`config.mk`:
```
export PLATFORM = sky130hd
export DESIGN_NAME = lcd_escape_stream_led_blinker_top
export DESIGN_NICKNAME = d
export VERILOG_FILES = /design/src/rtl/lcdesc_pkg.sv /design/src/rtl/lcdesc_decode.sv /design/src/rtl/lcdesc_outq.sv /design/src/rtl/lcd_escape_stream_led_blinker_top.sv
export SDC_FILE = /design/constraint.sdc
export NUM_CORES = 1
export LEC_CHECK = 0
export BUFFER_PORTS_ARGS = -buffer_cell sky130_fd_sc_hd__buf_2
export CORE_MARGIN = 4
export CORE_UTILIZATION = 60
export CTS_CLUSTER_SIZE = 8
export DETAILED_ROUTE_END_ITERATION = 8
export PLACE_DENSITY = 0.77
export SKIP_CTS_REPAIR_TIMING = 1
export SYNTH_ARGS = -nofsm -noshare
export SYNTH_HDL_FRONTEND = slang
export SYNTH_SLANG_ARGS = --single-unit
```
`constraint.sdc`:
```
create_clock -name clk -period 6.8 [get_ports clk]
set_clock_uncertainty 0.1 [all_clocks]
set_input_delay 0.34 -clock clk [delete_from_list [all_inputs] [get_ports clk]]
set_output_delay 0.34 -clock clk [all_outputs]
set_load 0.03 [all_outputs]
```
`src/rtl/lcdesc_pkg.sv`:
```
// Shared types and codes for the LCD escape stream and LED blink block.
`default_nettype none
package lcdesc_pkg;

  // Parser modes
  localparam logic [1:0] MODE_IDLE = 2'd0;
  localparam logic [1:0] MODE_CMD  = 2'd1;
  localparam logic [1:0] MODE_DATA = 2'd2;
  localparam logic [1:0] MODE_LED  = 2'd3;

  // Result kinds
  localparam logic [1:0] KIND_CMD  = 2'd0;
  localparam logic [1:0] KIND_DATA = 2'd1;
  localparam logic [1:0] KIND_LED  = 2'd2;

  // Escape bytes seen in idle mode
  localparam logic [7:0] ESC_CLEAR = 8'h03;
  localparam logic [7:0] ESC_CMD   = 8'h12;
  localparam logic [7:0] ESC_DATA  = 8'h14;
  localparam logic [7:0] ESC_LED   = 8'h16;

  // LCD controller commands
  localparam logic [7:0] LCD_CLR   = 8'h01;
  localparam logic [7:0] LCD_HOME  = 8'h02;

  // Colour codes
  localparam logic [7:0] COLOR_BLUE   = 8'd1;
  localparam logic [7:0] COLOR_RED    = 8'd2;
  localparam logic [7:0] COLOR_YELLOW = 8'd3;

  localparam int STEP_W = 5;
  localparam int PAT_W  = 32;

  typedef struct packed {
    logic [1:0] kind;
    logic [7:0] lcd_byte;
    logic       led_blue;
    logic       led_red;
    logic       led_yellow;
    logic       last;
  } result_t;

  typedef struct packed {
    logic       en;
    logic [1:0] count;
  } push_t;

endpackage
`default_nettype wire

```
`src/rtl/lcdesc_decode.sv`:
```
// Parser and blink state with the per-item result decode.
`default_nettype none
module lcdesc_decode #(
  parameter int BLINK_STEPS   = 20,
  parameter int PATTERN_BYTES = 4
) (
  input  wire logic                clk,
  input  wire logic                rst,
  input  wire logic                take,
  input  wire logic                cmd,
  input  wire logic [7:0]          byte_value,
  output logic [1:0]               count,
  output lcdesc_pkg::result_t      res0,
  output lcdesc_pkg::result_t      res1
);

  logic [1:0]                      parse_mode, parse_mode_next;
  logic [2:0]                      bytes_left, bytes_left_next;
  logic [7:0]                      color_select, color_select_next;
  logic [lcdesc_pkg::PAT_W-1:0]    blue_pattern, blue_pattern_next;
  logic [lcdesc_pkg::PAT_W-1:0]    red_pattern, red_pattern_next;
  logic [lcdesc_pkg::PAT_W-1:0]    yellow_pattern, yellow_pattern_next;
  logic [lcdesc_pkg::STEP_W-1:0]   blink_step, blink_step_next;
  logic [lcdesc_pkg::STEP_W:0]     step_inc;

  assign step_inc = {1'b0, blink_step} + {{lcdesc_pkg::STEP_W{1'b0}}, 1'b1};

  always_comb begin
    parse_mode_next     = parse_mode;
    bytes_left_next     = bytes_left;
    color_select_next   = color_select;
    blue_pattern_next   = blue_pattern;
    red_pattern_next    = red_pattern;
    yellow_pattern_next = yellow_pattern;
    blink_step_next     = blink_step;
    count               = 2'd0;
    res0                = '0;
    res1                = '0;
    if (cmd) begin
      res0.kind       = lcdesc_pkg::KIND_LED;
      res0.led_blue   = blue_pattern[blink_step];
      res0.led_red    = red_pattern[blink_step];
      res0.led_yellow = yellow_pattern[blink_step];
      res0.last       = 1'b1;
      count           = 2'd1;
      if (step_inc >= (lcdesc_pkg::STEP_W+1)'(BLINK_STEPS) || step_inc[lcdesc_pkg::STEP_W])
        blink_step_next = '0;
      else
        blink_step_next = step_inc[lcdesc_pkg::STEP_W-1:0];
    end else begin
      case (parse_mode)
        lcdesc_pkg::MODE_CMD, lcdesc_pkg::MODE_DATA: begin
          res0.kind       = (parse_mode == lcdesc_pkg::MODE_CMD) ?
                            lcdesc_pkg::KIND_CMD : lcdesc_pkg::KIND_DATA;
          res0.lcd_byte   = byte_value;
          res0.last       = 1'b1;
          count           = 2'd1;
          parse_mode_next = lcdesc_pkg::MODE_IDLE;
        end
        lcdesc_pkg::MODE_LED: begin
          if (bytes_left == 3'(PATTERN_BYTES)) begin
            color_select_next = byte_value;
          end else if (color_select == lcdesc_pkg::COLOR_BLUE) begin
            blue_pattern_next = {blue_pattern[lcdesc_pkg::PAT_W-9:0], byte_value};
          end else if (color_select == lcdesc_pkg::COLOR_RED) begin
            red_pattern_next = {red_pattern[lcdesc_pkg::PAT_W-9:0], byte_value};
          end else if (color_select == lcdesc_pkg::COLOR_YELLOW) begin
            yellow_pattern_next = {yellow_pattern[lcdesc_pkg::PAT_W-9:0], byte_value};
          end
          if (bytes_left == 3'd0) begin
            parse_mode_next   = lcdesc_pkg::MODE_IDLE;
            color_select_next = 8'd0;
          end else begin
            bytes_left_next = bytes_left - 3'd1;
          end
        end
        default: begin
          case (byte_value)
            lcdesc_pkg::ESC_CLEAR: begin
              res0.kind     = lcdesc_pkg::KIND_CMD;
              res0.lcd_byte = lcdesc_pkg::LCD_CLR;
              res1.kind     = lcdesc_pkg::KIND_CMD;
              res1.lcd_byte = lcdesc_pkg::LCD_HOME;
              res1.last     = 1'b1;
              count         = 2'd2;
            end
            lcdesc_pkg::ESC_CMD:  parse_mode_next = lcdesc_pkg::MODE_CMD;
            lcdesc_pkg::ESC_DATA: parse_mode_next = lcdesc_pkg::MODE_DATA;
            lcdesc_pkg::ESC_LED: begin
              parse_mode_next = lcdesc_pkg::MODE_LED;
              bytes_left_next = 3'(PATTERN_BYTES);
            end
            default: ;
          endcase
        end
      endcase
    end
  end

  always_ff @(posedge clk) begin
    if (rst) begin
      parse_mode     <= lcdesc_pkg::MODE_IDLE;
      bytes_left     <= 3'd0;
      color_select   <= 8'd0;
      blue_pattern   <= {{(lcdesc_pkg::PAT_W-1){1'b0}}, 1'b1};
      red_pattern    <= '0;
      yellow_pattern <= '0;
      blink_step     <= '0;
    end else if (take) begin
      parse_mode     <= parse_mode_next;
      bytes_left     <= bytes_left_next;
      color_select   <= color_select_next;
      blue_pattern   <= blue_pattern_next;
      red_pattern    <= red_pattern_next;
      yellow_pattern <= yellow_pattern_next;
      blink_step     <= blink_step_next;
    end
  end

endmodule
`default_nettype wire

```
`src/rtl/lcdesc_outq.sv`:
```
// Two-slot result queue; slot 0 is the output register.
`default_nettype none
module lcdesc_outq (
  input  wire logic                clk,
  input  wire logic                rst,
  input  wire lcdesc_pkg::push_t   push,
  input  wire lcdesc_pkg::result_t res0,
  input  wire lcdesc_pkg::result_t res1,
  input  wire logic                out_stall,
  output logic                     out_valid,
  output lcdesc_pkg::result_t      head,
  output logic [1:0]               room,
  output logic [1:0]               occ
);

  lcdesc_pkg::result_t slot0, slot1;
  lcdesc_pkg::result_t slot0_next, slot1_next;
  logic [1:0]          occ_next, kept;
  logic                pop;

  assign out_valid = (occ != 2'd0);
  assign head      = slot0;
  assign pop       = out_valid && !out_stall;
  assign kept      = occ - {1'b0, pop};
  assign room      = 2'd2 - kept;

  always_comb begin
    slot0_next = pop ? slot1 : slot0;
    slot1_next = slot1;
    occ_next   = kept;
    if (push.en) begin
      occ_next = kept + push.count;
      if (kept == 2'd0) begin
        if (push.count != 2'd0) slot0_next = res0;
        if (push.count == 2'd2) slot1_next = res1;
      end else if (kept == 2'd1) begin
        if (push.count != 2'd0) slot1_next = res0;
      end
    end
  end

  always_ff @(posedge clk) begin
    if (rst) occ <= 2'd0;
    else     occ <= occ_next;
  end

  always_ff @(posedge clk) begin
    slot0 <= slot0_next;
    slot1 <= slot1_next;
  end

endmodule
`default_nettype wire

```
`src/rtl/lcd_escape_stream_led_blinker_top.sv`:
```
// Top level: input register, escape parser and blink sequencer, result queue.
//
//   channel | handshake          | payload
//   --------+--------------------+---------------------------------------------------
//   input   | in_valid, in_stall | cmd, byte_value
//   output  | out_valid,out_stall| kind, lcd_byte, led_blue, led_red, led_yellow, last
//
// One item per cycle enters the input register while in_stall is low; it is decoded from
// that register into the two-slot result queue, whose slot 0 drives the outputs.
// A clear byte yields two results and holds the input until the queue can take both;
// every other item waits only for room for the one result it yields, if any.
// Synchronous reset clears the parser, the step and the queue; blue pattern resets to 1.
// A stalled output keeps its result and fills the queue, then stalls the input.
`default_nettype none
module lcd_escape_stream_led_blinker_top #(
  parameter int BLINK_STEPS   = 20,
  parameter int PATTERN_BYTES = 4
) (
  input  wire logic       clk,
  input  wire logic       rst,
  input  wire logic       in_valid,
  output logic            in_stall,
  input  wire logic       cmd,
  input  wire logic [7:0] byte_value,
  output logic            out_valid,
  input  wire logic       out_stall,
  output logic [1:0]      kind,
  output logic [7:0]      lcd_byte,
  output logic            led_blue,
  output logic            led_red,
  output logic            led_yellow,
  output logic            last
);

  logic                q_valid;
  logic                q_cmd;
  logic [7:0]          q_byte;
  logic [1:0]          count, room, occ;
  logic                take;
  lcdesc_pkg::result_t res0, res1, head;
  lcdesc_pkg::push_t   push;

  assign take     = q_valid && (count <= room);
  assign in_stall = q_valid && !take;
  assign push.en    = take;
  assign push.count = count;

  always_ff @(posedge clk) begin
    if (rst)                        q_valid <= 1'b0;
    else if (in_valid && !in_stall) q_valid <= 1'b1;
    else if (take)                  q_valid <= 1'b0;
  end

  // Hold the payload while it waits
  always_ff @(posedge clk) begin
    if (in_valid && !in_stall) begin
      q_cmd  <= cmd;
      q_byte <= byte_value;
    end
  end

  lcdesc_decode #(
    .BLINK_STEPS   (BLINK_STEPS),
    .PATTERN_BYTES (PATTERN_BYTES)
  ) u_decode (
    .clk        (clk),
    .rst        (rst),
    .take       (take),
    .cmd        (q_cmd),
    .byte_value (q_byte),
    .count      (count),
    .res0       (res0),
    .res1       (res1)
  );

  lcdesc_outq u_outq (
    .clk       (clk),
    .rst       (rst),
    .push      (push),
    .res0      (res0),
    .res1      (res1),
    .out_stall (out_stall),
    .out_valid (out_valid),
    .head      (head),
    .room      (room),
    .occ       (occ)
  );

  assign kind       = head.kind;
  assign lcd_byte   = head.lcd_byte;
  assign led_blue   = head.led_blue;
  assign led_red    = head.led_red;
  assign led_yellow = head.led_yellow;
  assign last       = head.last;

  a_occ_bound: assert property (@(posedge clk) disable iff (rst) occ <= 2'd2)
    else $error("result queue overfilled");

  a_lcd_leds_off: assert property (@(posedge clk) disable iff (rst)
    out_valid && kind != lcdesc_pkg::KIND_LED |-> !(led_blue || led_red || led_yellow))
    else $error("LCD result carries LED bits");

  a_led_shape: assert property (@(posedge clk) disable iff (rst)
    out_valid && kind == lcdesc_pkg::KIND_LED |-> lcd_byte == 8'd0 && last)
    else $error("LED result malformed");

  a_clear_shown: assert property (@(posedge clk) disable iff (rst)
    push.en && push.count == 2'd2 |=> out_valid && kind == lcdesc_pkg::KIND_CMD)
    else $error("clear results not presented");

endmodule
`default_nettype wire

```
Yosys cells after proc, flatten, opt, wreduce, memory -nomap -nowiden
Index checks and enable logic that the tools add are counted.

word-level totals
  output and inout port bits = 16
  register bits after elaboration = 154
  input port bits = 13
  logic and storage cells = 123

cells by class
  equal/unequal tests = 16
  order comparisons = 3
  muxes and demuxes = 43
  bitwise logic cells = 5
  reduce and logical (&&, ||, !) cells = 28
  add/subtract/negate cells = 5

operators with widths
  kind                                                  count
  two-way mux 14 bit                                    8
  equality test 8 x 2 -> 1 bit (second input constant)  3
  equality test 8 x 5 -> 1 bit (second input constant)  3
  two-way mux 8 bit                                     3
  two-way mux 10 bit                                    2
  case mux 10 bit (2 select lines)                      1
  binary-select mux 1 bit (select 5 bit)                3
  nonzero test 2 bit                                    7
  two-way mux 1 bit                                     12
  two-way mux 2 bit                                     6
  AND reduction 4 bit                                   3
  AND reduction 5 bit                                   2
  two-way mux 3 bit                                     3
  equality test 8 x 1 -> 1 bit (second input constant)  1
  case mux 2 bit (2 select lines)                       2
  AND reduction 7 bit                                   1
  adder 5 x 1 -> 6 bit (second input constant)          1
  equality test 2 bit (second input constant)           3
  >= comparator 6 x 5 -> 1 bit (second input constant)  1
  < comparator 5 x 6 -> 1 bit (second input constant)   1
  case mux 2 bit (3 select lines)                       1
  case mux 3 bit (2 select lines)                       1
  AND reduction 6 bit                                   1
  two-way mux 5 bit                                     1
  other kinds (19)                                      30

Depth between registers and ports, before layout
Gate-level depths: netlist of run 1.

  depth in word-level cells = 11
  mapped depth = 17
  depth with buffers taken out = 12

By module
Synthesis of run 1 repeated with hierarchy kept, for this count alone.

second synthesis, totals
  cells, all modules = 784
  area, all modules = 7,387.1 um^2

by module, submodules not included
  module                             sequential area each (um^2)  cells an instance  area each (um^2)  times used
  lcdesc_decode                      2,282.2                      633                5,597.9           1
  lcdesc_outq                        740.7                        128                1,406.3           1
  lcd_escape_stream_led_blinker_top  290.3                        23                 382.9             1

Least setup slack after synthesis of run 1
OpenSTA, ideal clock, no wires.

  path type = register -> register
  start = reg u_outq.occ[1]
  end = reg u_outq.slot1[0] (netlist name) (enable)
  stages on the path, launching flop included = 14
  setup time = 463 ps
  path slack = 876 ps
  arrival time = 5,361 ps
  period minus slack after synthesis = 5,924 ps
  path through = dfxtp_1 -> or2_2 -> nand2b_1 -> clkbuf_1 -> clkinv_1 -> ha_1 -> xnor2_1 -> ha_1 -> ha_1 -> nor2b_1 -> o22ai_1 -> clkbuf_1 -> nand2_1 -> a2111oi_0

between the ends
  word-level cells in the longest chain between the ends = 7

ends and longest elaborated chain
  item                                      line                                     RTL
  start: declaration                        lcdesc_outq.sv:13                        output logic [1:0] occ
  start signal: assignment                  lcdesc_outq.sv:44                        else occ <= occ_next;
  nonzero test 2 bit (*)                    lcdesc_outq.sv:21                        assign out_valid = (occ != 2'd0);
  via out_valid                             lcd_escape_stream_led_blinker_top.sv:25  output logic out_valid,
  logical AND 1 bit (*)                     lcdesc_outq.sv:23                        assign pop = out_valid && !out_stall;
  subtractor 2 x 1 -> 2 bit (*)             lcdesc_outq.sv:24                        assign kept = occ - {1'b0, pop};
  subtractor 2 bit                          lcdesc_outq.sv:25                        assign room = 2'd2 - kept;
  <= comparator 2 bit                       lcd_escape_stream_led_blinker_top.sv:43  assign take = q_valid && (count <= room);
  logical AND 1 bit                         lcd_escape_stream_led_blinker_top.sv:43
  AND reduction 4 bit (no source line) (*)  n/a
  end signal: assignment                    lcdesc_outq.sv:49                        slot1 <= slot1_next;
  end: declaration                          lcdesc_outq.sv:16                        lcdesc_pkg::result_t slot0, slot1;

Mark *: on every way through the listed nets, which the timed path passes. The rest lies on a longest branch.
A chain may end at the register's enable or synchronous reset.

Worst setup path after layout of run 1
  start = reg u_outq.occ[1]
  end = reg u_decode.yellow_pattern[31] (netlist name)

between the ends
  word-level cells in the longest chain between the ends = 7

ends and longest elaborated chain
  item                                      line                                     RTL
  nonzero test 2 bit                        lcdesc_outq.sv:21
  logical AND 1 bit                         lcdesc_outq.sv:23
  subtractor 2 x 1 -> 2 bit (*)             lcdesc_outq.sv:24
  subtractor 2 bit (*)                      lcdesc_outq.sv:25
  <= comparator 2 bit (*)                   lcd_escape_stream_led_blinker_top.sv:43
  logical AND 1 bit (*)                     lcd_escape_stream_led_blinker_top.sv:43
  AND reduction 7 bit (no source line) (*)  n/a
  end signal: assignment                    lcdesc_decode.sv:115                     yellow_pattern <= yellow_pattern_next;
  end: declaration                          lcdesc_decode.sv:22                      logic [lcdesc_pkg::PAT_W-1:0] yellow_pattern, yellow_pattern_next;

Every way passes the cells marked *; elsewhere a longest branch is shown, timed or not.

==> summary.txt, run 1 <==
=================================================================================
Fraction of final layout cells with drive strength greater than 1           9.28%
Count of state elements after synthesis                                       154
Post-layout worst setup margin                                            1380 ps
Number of max-capacitance violations reported                                   0
Clock sink count                                                              154
Final total power                                                         2.65 mW
Startpoint of the lowest-slack register-to-register path             u_outq.occ[1]
Cells on Worst Hold Path                                                        3
Fin crit share                                                              79.6%
TritonCTS buffer count                                                         17
IR drop worst, VDD                                                     0.000250 V
Maximum buffer depth of the clock tree                                          2
Total inserted antenna cells                                                    0
Detail-routed net length per standard cell                           18.4 microns
Fin. max-slew vios                                                              0
Type of the worst setup path                                              reg2reg
Sequential Power Share                                                      40.9%
HP Start                                                                 in_valid
Synth area leader                                                         dfxtp_1
Core ar.                                                              11700 sq um
Worst hold path endpoint                                                  q_valid
Dominant synthesized flop cell                                            dfxtp_1
Number of nets still failing antenna checks after routing                       0
Area used by multi-input combinational logic                           3570 sq um
Post-Synthesis Mean Instance Area                                      8.65 sq um
Layout-stage area growth over the synthesis result                          10.6%
Arrival time at the worst endpoint                                        5650 ps
Number of warnings issued by yosys                                              0
Data required time of the critical path                                   7040 ps
Total global routing track utilization                                      25.4%
Nets in the synthesized netlist                                               867
Dominant cells by area after synthesis                               dfxtp_1, edfxtp_1, a21oi_1, o21ai_0, mux2i_1
Setup repair after global routing missed its margin                         false
Storage element area                                                   3310 sq um
Final net count                                                               842
Proportion of netlist area held by the largest area contributor             36.0%
Post-synthesis cell type count                                                 46
Clock latency on the worst-skew pair                                       420 ps
EDFF count, synth                                                              23
Remaining global-route overflow                                                 0
Detailed-route via count                                                     6344
M1 GR Usage                                                                 34.1%
Summed negative setup slack over all endpoints                               0 ps
Highest clock rate                                                        185 MHz
Half-perimeter wire length of the detailed placement result          10700 microns
Routing usage on met3                                                       5.78%
Pin count of the biggest net entering global routing                          118
Post-detailed-route DRC marker count                                            0
Transition at the pin with the smallest max-transition slack              1230 ps
Combinational power share                                                   20.9%
Proportion of synthesized chip area in sequential cells                     45.5%
Detailed Routing Iterations Pass 1                                              5
Worst setup timing slack at the placement stage                           1510 ps
Hold Vio Cnt, Final                                                             0
Routability cong.                                                           0.859
Port-buffer cells                                                              28
Switching Fraction                                                          30.4%
Fill cell count                                                               914
Post-layout utilization of the core                                         69.0%
Cell Chain, Critical Path                                            or2_2 > nand2b_1 > clkinv_1 > ha_1 > xnor2_1 > ha_1 > ha_1 > nor2b_1 > o22ai_1 > and4b_2 > buf_12 > nand3_1 > a21oi_1
Most common cell type on the critical path                                   ha_1
Total internal power                                                      1.84 mW
Slowest-stage cell, CP                                                    and4b_2
Violation count after the first detailed-route iteration                      720
Height of the die                                                     118 microns
Critical register-to-register path endpoint                          u_decode.yellow_pattern[31]
Row Count                                                                      39
Power share of the clock group                                              38.2%
Most heavily used metal layer in global routing                              met2
Cell chosen for the clock root                                          clkbuf_16
Number of H-tree levels                                                         4
Via-per-instance ratio                                                       6.52
Register-to-register setup slack                                          1380 ps
Capturing element type of the critical path                                  flop
Pwr per Cell Area                                                     329 nW/um^2
Gate Count Post-Synth                                                         842
Class of the worst hold path                                               in2reg
Finish-stage setup viols                                                        0
Starting utilization of the core area                                       62.4%
Horizontal die dimension                                              118 microns
Die area                                                              14000 sq um
Relative slew margins                                                       17.6%
Peak per-stage delay on the critical path                                  980 ps
Register clock-pin slew on the reported worst setup and hold paths          60 ps
Wire length of the first global-routing pass                         29200 microns
Cell leakage power                                                        2.68 nW
Async SR Flop Fraction                                                         0%
Number of primary I/O pins                                                     29
Outcome                                                              finished clean
Vias in the first global route                                               5943
Largest driver fanout on the critical path                                     59
Post-synthesis instance area                                           7280 sq um
Clock tree from TritonCTS                                                    done
Final critical path time including I/O delays and setup                   5420 ps
Fraction of met2 tracks used by global routing                              40.6%
Library cell with the highest instance count after synthesis              a21oi_1
Switching Power                                                          0.806 mW
DRT Wirelength                                                       17900 microns
Worst Hold Slack                                                          92.7 ps
Critical path launch point type                                              flop
Leading cell types by count after synthesis                          a21oi_1, dfxtp_1, o21ai_0
Number of cells on the worst reg-to-reg path                                   13
Initial antenna violation count                                                 0
=================================================================================
## routing by layer
layer  wire, microns  up-vias
li1                -     3053
met1            7910     3062
met2            8680      196
met3             961       33
met4             342        0
met5               0        -
## sequential cells by signal, summed over array words and instances, names as in the netlist
| signal | flops |
|---|---|
| u_decode.blue_pattern | 32 |
| u_decode.red_pattern | 32 |
| u_decode.yellow_pattern | 32 |
| u_outq.head | 14 |
| u_outq.slot1 | 14 |
| q_byte | 8 |
| u_decode.color_select | 8 |
| u_decode.blink_step | 5 |
| u_decode.bytes_left | 3 |
| u_decode.parse_mode | 2 |
| u_outq.occ | 2 |
| q_cmd | 1 |
| q_valid | 1 |
## worst max-delay path: cells and delay by family, from the launching register on
kind,cells,cell delay (ps)
XOR/XNOR,1,300
adder cells (fa/ha/maj),3,900
AO/OA/AOI/OAI,2,760
AND/OR/NAND/NOR,5,2100
buffers and inverters,2,780
flip-flops,1,330
## per-stage QoR
step | std cells | cell area [sq um]
global placement | 932 | 7330
global route | 973 | 8050
detailed placement | 932 | 7330
CTS | 964 | 7960
finish | 973 | 8050
floorplan | 842 | 7280
## cell families (layout without fill, tap and decap cells)
group	after synthesis	count (layout)	synth area share, %
compound gates	294	294	21.9
fa+ha+maj	12	12	2.06
buf+inv	103	91	5.55
simple gates	219	219	16.7
xor+xnor	2	2	0.241
mux	58	58	8.03
flops	154	154	45.5
## layout make-up
cell class | instances | share of cell area [%]
Clock buffer | 19 | 5.38
Tap cell | 143 | 2.22
Multi-Input combinational cell | 585 | 44.4
Timing Repair Buffer | 43 | 3.61
Clock inverter | 13 | 2.49
Sequential cell | 154 | 41.2
Inverter | 16 | 0.746
## power groups by stage
stage,logic (mW),registers [mW],clock network (mW)
global route,0.610,1.09,1.06
global placement,0.528,1.10,0
detailed placement,0.547,1.10,0
CTS,0.548,1.08,1.02
floorplan,0.346,1.14,0
finish,0.554,1.08,1.01
## worst max-delay path by stage
| stage | from | end | slack, ps | cells past startpoint |
|---|---|---|---|---|
| after floorplan | u_outq.occ[1] | u_outq.slot1[0] | 880 | 13 |
| after global placement | u_outq.occ[1] | u_outq.slot1[7] | 1780 | 12 |
| after detailed placement | u_outq.occ[1] | u_decode.yellow_pattern[31] | 1510 | 13 |
| after CTS | u_outq.occ[1] | u_decode.yellow_pattern[31] | 1500 | 13 |
| after global routing | u_outq.occ[1] | u_decode.yellow_pattern[31] | 910 | 13 |
| final | u_outq.occ[1] | u_decode.yellow_pattern[31] | 1380 | 13 |
## cell usage in the layout, fill, tap and decap left out, types with 3 or more instances in the layout
| master | n |
|---|---|
| a21oi_1 | 134 |
| a22oi_1 | 24 |
| a31oi_1 | 9 |
| and2_1 | 10 |
| buf_2 | 27 |
| buf_4 | 6 |
| bufinv_16 | 5 |
| clkbuf_16 | 17 |
| clkinv_1 | 3 |
| dfxtp_1 | 130 |
| dlygate4sd3_1 | 9 |
| edfxtp_1 | 23 |
| ha_1 | 12 |
| inv_1 | 15 |
| mux2_2 | 3 |
| mux2i_1 | 55 |
| nand2_1 | 27 |
| nand2b_1 | 9 |
| nand3_1 | 72 |
| nand3b_1 | 3 |
| nand4_1 | 42 |
| nand4b_1 | 3 |
| nor2_1 | 17 |
| nor2b_1 | 6 |
| nor3_1 | 5 |
| nor4_1 | 3 |
| o21ai_0 | 113 |
| o22ai_1 | 5 |
| or2_2 | 3 |
| or4_1 | 7 |
No activity file was read; power rests on OpenSTA's default activity.
==> run 2, diff against run 1 <==
--- a/config.mk
+++ b/config.mk
@@ -7,10 +7,10 @@
 export LEC_CHECK = 0
 export BUFFER_PORTS_ARGS = -buffer_cell sky130_fd_sc_hd__buf_2
 export CORE_MARGIN = 4
-export CORE_UTILIZATION = 60
+export CORE_UTILIZATION = 56
 export CTS_CLUSTER_SIZE = 8
 export DETAILED_ROUTE_END_ITERATION = 8
-export PLACE_DENSITY = 0.77
+export PLACE_DENSITY = 0.75
 export SKIP_CTS_REPAIR_TIMING = 1
 export SYNTH_ARGS = -nofsm -noshare
 export SYNTH_HDL_FRONTEND = slang
==> constraint.sdc (replaced) <==
create_clock -name clk -period 4.9 [get_ports clk]
set_clock_uncertainty 0.1 [all_clocks]
set_input_delay 0.245 -clock clk [delete_from_list [all_inputs] [get_ports clk]]
set_output_delay 0.245 -clock clk [all_outputs]
set_load 0.03 [all_outputs]
==> summary.txt, run 2 (synthesized netlist as in run 1, its figures left out) <==
=====================================================================================
Outcome                                                                  finished with violations
Failing checks                                                            hold timing
Largest driver fanout on the critical path                                         15
Number of primary I/O pins                                                         29
Starting utilization of the core area                                           57.5%
Total global routing track utilization                                          24.8%
Fin. max-slew vios                                                                  0
Register-to-register setup slack                                               560 ps
Most used cells in the layout excluding fill and tap cells               a21oi_1, dfxtp_1, o21ai_0
Top metal layer carrying routed signals                                          met4
Cell chosen for the clock root                                              clkbuf_16
Core ar.                                                                  12700 sq um
Clock latency on the worst-skew pair                                           430 ps
Critical Path Start                                                      u_outq.occ[1]
Placed Area                                                                7370 sq um
Fin crit share                                                                  88.6%
Worst Hold Slack                                                             -16.9 ps
Cell Chain, Critical Path                                                or2_2 > nand2b_1 > buf_4 > clkinv_1 > ha_1 > xnor2_1 > ha_1 > ha_1 > nor2b_1 > o22ai_2 > nand3_1 > or4b_2 > a21oi_1
Violation count after the first detailed-route iteration                          678
Number of cells on the worst reg-to-reg path                                       13
Port-buffer cells                                                                  28
Post-layout worst setup margin                                                 559 ps
Class of the worst hold path                                                   in2reg
TritonCTS buffer count                                                             17
Post-detailed-route DRC marker count                                                0
Final net count                                                                   845
Total inserted antenna cells                                                        0
HP Start                                                                     in_valid
Area used by multi-input combinational logic                               3580 sq um
Number of nets still failing antenna checks after routing                           0
Detailed-routed wire length on met2                                      8850 microns
Final critical path time including I/O delays and setup                       4340 ps
Half-perimeter wire length of the detailed placement result              10700 microns
Fraction of final layout cells with drive strength greater than 1               10.1%
Storage element area                                                       3310 sq um
Clock sink count                                                                  154
Transition at the pin with the smallest max-transition slack                  1360 ps
Area of all placed cells without fillers                                   8060 sq um
Cell leakage power                                                            2.66 nW
Vias in the first global route                                                   6060
Post-layout utilization of the core                                             63.6%
Detail-routed net length per standard cell                               18.2 microns
Routability cong.                                                               0.817
Routed met3 length                                                       1280 microns
Pin count of the biggest net entering global routing                              118
Peak per-stage delay on the critical path                                      710 ps
Clock tree from TritonCTS                                                        done
Remaining global-route overflow                                                     0
Number of max-capacitance violations reported                                       0
Cells on Worst Hold Path                                                            3
Setup repair after global routing missed its margin                             false
Height of the die                                                         122 microns
Summed negative setup slack over all endpoints                                   0 ps
Detailed-route via count                                                         6441
Fill cell count                                                                  1096
IR drop worst, VDD                                                         0.000277 V
Largest regs                                                             u_decode.blue_pattern: 32 flops, u_decode.red_pattern: 32 flops, u_decode.yellow_pattern: 32 flops
Most common cell type on the critical path                                       ha_1
Initial antenna violation count                                                     0
Detailed Routing Iterations Pass 1                                                  7
Finish-stage setup viols                                                            0
Maximum buffer depth of the clock tree                                              2
Final total power                                                             3.57 mW
Slowest-stage cell, CP                                                         or4b_2
Number of H-tree levels                                                             4
Wire length of the first global-routing pass                             29500 microns
Most frequent standard cell in the layout excluding fill and tap cells        a21oi_1
Arrival time at the worst endpoint                                            4580 ps
Type of the worst setup path                                                  reg2reg
DRT Wirelength                                                           18300 microns
Register clock-pin slew on the reported worst setup and hold paths              60 ps
Pwr per Cell Area                                                         443 nW/um^2
Placed Instances                                                                  962
Worst setup timing slack at the placement stage                                314 ps
Data required time of the critical path                                       5140 ps
Highest clock rate                                                            230 MHz
Layout-stage area growth over the synthesis result                              10.7%
Capturing element type of the critical path                                      flop
Hold Vio Cnt, Final                                                                 1
Critical path launch point type                                                  flop
Number of non-filler instances in the completed layout                           1005
Horizontal die dimension                                                  122 microns
Startpoint of the lowest-slack register-to-register path                 u_outq.occ[1]
Die area                                                                  14900 sq um
Via-per-instance ratio                                                           6.41
Row Count                                                                          41
Relative slew margins                                                           9.01%
Wl on met1                                                               7870 microns
=====================================================================================
[run 2: cell types whose count changed in the layout (fill, tap and decap cells not counted)]
cell,previous run,this run
o22ai_1,5,4
bufinv_16,5,2
clkbuf_1,2,0
inv_6,0,1
clkinv_1,3,2
clkinv_4,2,3
clkinv_2,2,3
o22ai_2,0,1
buf_4,6,9
clkinvlp_4,2,5
[run 2: worst max-delay path, delay by kind of cell (launching register included)]
| kind | cells | cell delay (ps) |
|---|---|---|
| XOR/XNOR | 1 | 320 |
| adder cells (fa/ha/maj) | 3 | 870 |
| AND/OR/NAND/NOR | 5 | 1570 |
| flip-flops | 1 | 320 |
| buffers and inverters | 2 | 490 |
| AO/OA/AOI/OAI | 2 | 570 |
[run 2: routing by layer]
metal | vias up | GRT usage (%)
li1 | 3057 | -
met1 | 3075 | 33.6
met2 | 281 | 40.1
met3 | 28 | 4.74
met4 | 0 | 7.91
met5 | - | 0
[run 2: area by class of cell]
class | instances | share of cell area [%]
clock buffer | 17 | 5.28
timing repair buffer | 46 | 3.88
multi-input combinational | 585 | 44.4
inverter | 16 | 0.745
clock inverter | 15 | 1.88
tap | 172 | 2.67
sequential | 154 | 41.1
[run 2: report_power, final]
group	leakage, nW	total (mW)	internal, mW	switching, mW
clock network	0.269	1.27	0.747	0.524
registers	1.28	1.51	1.40	0.107
logic	1.11	0.791	0.270	0.522
total	2.66	3.57	2.42	1.15
[run 2: path summary, 6_finish.rpt]
kind / endpoint
setup / recovery: u_decode.blink_step[2]
hold / removal: q_valid
setup reg to reg: u_decode.blink_step[2]
hold reg to reg: u_decode.red_pattern[26]
